$ cat src/sahc_pkg.sv
// Shared constants and controller/datapath interface types for the cache hit check.
`timescale 1ns / 1ps
`default_nettype none

package sahc_pkg;

   localparam int BLOCK_BYTES_DEF = 64;
   localparam int CACHE_BYTES_DEF = 262144;
   localparam int WAYS_DEF        = 8;
   localparam int ADDR_BITS_DEF   = 32;

   // Stream payload widths: a 32-bit address in, one hit flag padded to a byte out.
   localparam int REQ_TDATA_BITS = 32;
   localparam int RSP_TDATA_BITS = 8;

   typedef struct packed {
      logic clear_step;   // zero one set row of the tag store
      logic lookup;       // capture the address and read its set row
      logic update;       // resolve hit/miss, refill on miss, load the result
   } ctrl_cmd_type;

   typedef struct packed {
      logic clear_last;   // the clear sweep is at its last row
   } ctrl_status_type;

endpackage

`default_nettype wire

$ cat src/sahc_ctrl.sv
// Controller state machine: clearing sweep, address lookup and result handoff.
`timescale 1ns / 1ps
`default_nettype none

module sahc_ctrl (
   input  wire logic                     clock,
   input  wire logic                     reset,
   input  wire logic                     req_tvalid,
   output logic                          req_tready,
   output logic                          rsp_tvalid,
   input  wire logic                     rsp_tready,
   input  wire sahc_pkg::ctrl_status_type status,
   output sahc_pkg::ctrl_cmd_type        cmd
);

   localparam logic [1:0] ST_CLEAR   = 2'd0;
   localparam logic [1:0] ST_IDLE    = 2'd1;
   localparam logic [1:0] ST_COMPARE = 2'd2;

   logic [1:0] state_ff;
   logic [1:0] state_in;
   logic       rsp_valid_ff;
   logic       rsp_valid_in;
   logic       out_free;

   // The result register can take a new item when empty or being drained.
   assign out_free = !rsp_valid_ff || rsp_tready;

   assign cmd.clear_step = (state_ff == ST_CLEAR);
   assign cmd.lookup     = (state_ff == ST_IDLE) && req_tvalid;
   assign cmd.update     = (state_ff == ST_COMPARE) && out_free;

   assign req_tready = (state_ff == ST_IDLE);
   assign rsp_tvalid = rsp_valid_ff;

   always_comb begin
      state_in = state_ff;
      unique case (state_ff)
         ST_CLEAR: begin
            if (status.clear_last) begin
               state_in = ST_IDLE;
            end
         end
         ST_IDLE: begin
            if (req_tvalid) begin
               state_in = ST_COMPARE;
            end
         end
         ST_COMPARE: begin
            if (out_free) begin
               state_in = ST_IDLE;
            end
         end
         default: begin
            state_in = ST_CLEAR;
         end
      endcase
   end

   always_comb begin
      rsp_valid_in = rsp_valid_ff;
      if (cmd.update) begin
         rsp_valid_in = 1'b1;
      end else if (rsp_tready) begin
         rsp_valid_in = 1'b0;
      end
   end

   always_ff @(posedge clock) begin
      if (reset) begin
         state_ff     <= ST_CLEAR;
         rsp_valid_ff <= 1'b0;
      end else begin
         state_ff     <= state_in;
         rsp_valid_ff <= rsp_valid_in;
      end
   end

endmodule

`default_nettype wire

$ cat config.mk
export PLATFORM = sky130hd
export DESIGN_NAME = sahc_ctrl
export DESIGN_NICKNAME = d
export VERILOG_FILES = /design/src/sahc_pkg.sv /design/src/sahc_ctrl.sv
export SDC_FILE = /design/constraint.sdc
export NUM_CORES = 1
export LEC_CHECK = 0
export BUFFER_PORTS_ARGS = -buffer_cell sky130_fd_sc_hd__buf_2
export CAP_MARGIN = 5
export CORE_AREA = 8 8 45 47
export DETAILED_ROUTE_END_ITERATION = 12
export DIE_AREA = 0 0 53 55
export HOLD_SLACK_MARGIN = 0.15
export PLACE_DENSITY = 0.31
export SETUP_SLACK_MARGIN = 0.02
export SLEW_MARGIN = 10
export SYNTH_ARGS = -nofsm -noshare
export SYNTH_HDL_FRONTEND = slang
export SYNTH_SLANG_ARGS = --single-unit
$ cat constraint.sdc
create_clock -name clock -period 2.9 [get_ports clock]
set_input_delay 0.435 -clock clock [delete_from_list [all_inputs] [get_ports clock]]
set_output_delay 0.435 -clock clock [all_outputs]
set_load 0.02 [all_outputs]
==> metrics.txt <==
Vias 160; Req. time, crit path 2470 ps; Hold Buf Count CTS 0; pin count of the biggest net entering global routing 9; setup tns final 0 ps; Synth top area share 0.364; largest area contributor in the netlist dfxtp_1; Yosys reg bits 3; minimum clock period 1590 ps; internal power 0.105 mW; Syn Inst Count 17; PD cells roughly 560 nW/um^2; area delta synth->final 50.8%; port bufs 9; WS Path Type reg2out; final slew viol count 0; TritonCTS buffer count 3; share of layout cells above drive strength 1 0.483; Max Cap Viol 0; CP bufs+invs 1; max_slew headroom 0.819; final instance area approximately 250 um^2; gr ovfl total 0; post-CTS setup buffers 0; drt wl/cell 9.40 um; crit-path max cell delay around 400 ps; Synth area leaders dfxtp_1 (36%), and3b_2 (6.1%), nor4bb_1 (6.1%), o21ba_2 (6.1%), or4b_1 (6.1%); commonest non-fill, non-tap cell in the layout buf_2; synth unique cells 14; DRT iter0 DRCs 0; sequential fraction of the synthesis area 0.364; CP startpoint kind flip-flop; die width 53 um; final WL 423 um; Largest delay share family, worst path flip-flops; Min Hold Slack 401 ps; DRC Markers 0; CP Max Fanout 8; Comb pwr share 0.154; Clock transition at path regs 30 ps; Rows 14; 1st-pass router iterations 1; Fin. Hold Viols 0; Ant. Diodes 0; Core Box Area about 1400 um^2; worst-case clock buffer depth 2; Arr. time, crit path 1150 ps; RSZ-0062 raised after global routing no; VDD IR max roughly 0.10 mV; Chip Height 55 um; die area 2920 um^2; Mapped Area approximately 170 um^2; Ports 10; Via density about 3.6; CTS tree done; endpoints failing setup 0; Clock power frac 0.511; Seq pwr share 0.335; Starting Density 0.119; Global Route Usage Sum 0.0382; Cell Area, Placed roughly 220 um^2; initial antenna violation count 0; clk root buf clkbuf_4; Setup Skew around 0.10 ps; fmax 0.631 GHz; Worst-Skew Late Latency roughly 230 ps; Slew @ Worst Pin 267 ps; synthesized area per cell between 9 and 10 um^2; final cell count without fillers 45; Core Util, Final 0.180; fin crit share 0.547; HP Class in2reg; Setup WS pre-CTS 1510 ps; vias in the first global route 187; Synth Warn # 0; sw frac 0.247; Psw 0.0346 mW; Cell Chain, Critical Path or2b_1 > nor2b_1 > buf_2; final setup margin ~1300 ps; global placement routability congestion between 0.5 and 0.6; ANT nets after route 0; Final #Nets 35; clk sinks 3; Crit-path slowest cell dfxtp_1; Post-Syn Nets 22; Leak 0.116 nW; first-pass GRT wire length 703 um; outcome completed; commonest non-fill, non-tap cells in the layout buf_2 (9), clkbuf_4 (3), dfxtp_1 (3), nor2_1 (2); placed cell count 41; Pwr Total ~0.14 mW; post-CTS resize count 0; CP endpoint kind output port; H-tree depth 1
==> cells in the mapped netlist <==
library cell  instances
and3b_1               1
dfxtp_1               3
or4b_1                1
nor2_1                2
and2b_1               1
nor2b_1               1
o41ai_1               1
buf_4                 1
or2b_1                1
and3b_2               1
a21oi_1               1
nand2b_1              1
nor4bb_1              1
o21ba_2               1
==> final cells by class <==
| class | count | area [um^2] |
|---|---|---|
| tap | 16 | 20.0 |
| timing repair buffer | 9 | 45.0 |
| clock buffer | 4 | 26.3 |
| sequential | 3 | 60.1 |
| multi-input combinational | 13 | 97.6 |
| fill | 166 | 1130 |
==> power groups by stage <==
stage / combinational (mW) / sequential (mW) / clock (mW)
2_1_floorplan: 0.0135 / 0.0472 / 0
3_3_place_gp: 0.0222 / 0.0477 / 0
3_5_place_dp: 0.0221 / 0.0476 / 0
4_1_cts: 0.0221 / 0.0469 / 0.0768
5_1_grt: 0.0240 / 0.0474 / 0.0777
6_report: 0.0215 / 0.0469 / 0.0716
==> worst paths after layout <==
kind | slack (ps) | start | to | depth (start not counted)
setup / recovery | 1310 | state_ff[1]$_SDFFE_PP0P_ | cmd[0] | 3
hold / removal | 400 | reset | rsp_tvalid$_SDFFE_PP0P_ | 2
hold reg to reg | 510 | rsp_tvalid$_SDFFE_PP0P_ | rsp_tvalid$_SDFFE_PP0P_ | 2
setup reg to reg | 1860 | state_ff[1]$_SDFFE_PP0P_ | state_ff[0]$_SDFFE_PP0P_ | 2
==> layer usage <==
metal / up-vias / GRT usage / part of all wire
met5: - / 0 / 0
met4: 0 / 0.0647 / 0
met3: 0 / 0.0294 / 0.18
met2: 5 / 0.0547 / 0.52
met1: 69 / 0.0242 / 0.30
li1: 86 / - / -
==> state kept, by name (all words and copies together) (netlist names) <==
| signal | cells |
|---|---|
| state_ff | 2 |
| rsp_tvalid | 1 |
==> cells by family (layout without fill, tap and decap cells) <==
kind of cell	after synthesis	after routing	share of synthesized area
buf+inv	1	13	0.0455
simple gates	10	10	0.447
compound gates	3	3	0.144
flops	3	3	0.364
No activity file was read; power rests on OpenSTA's default activity.
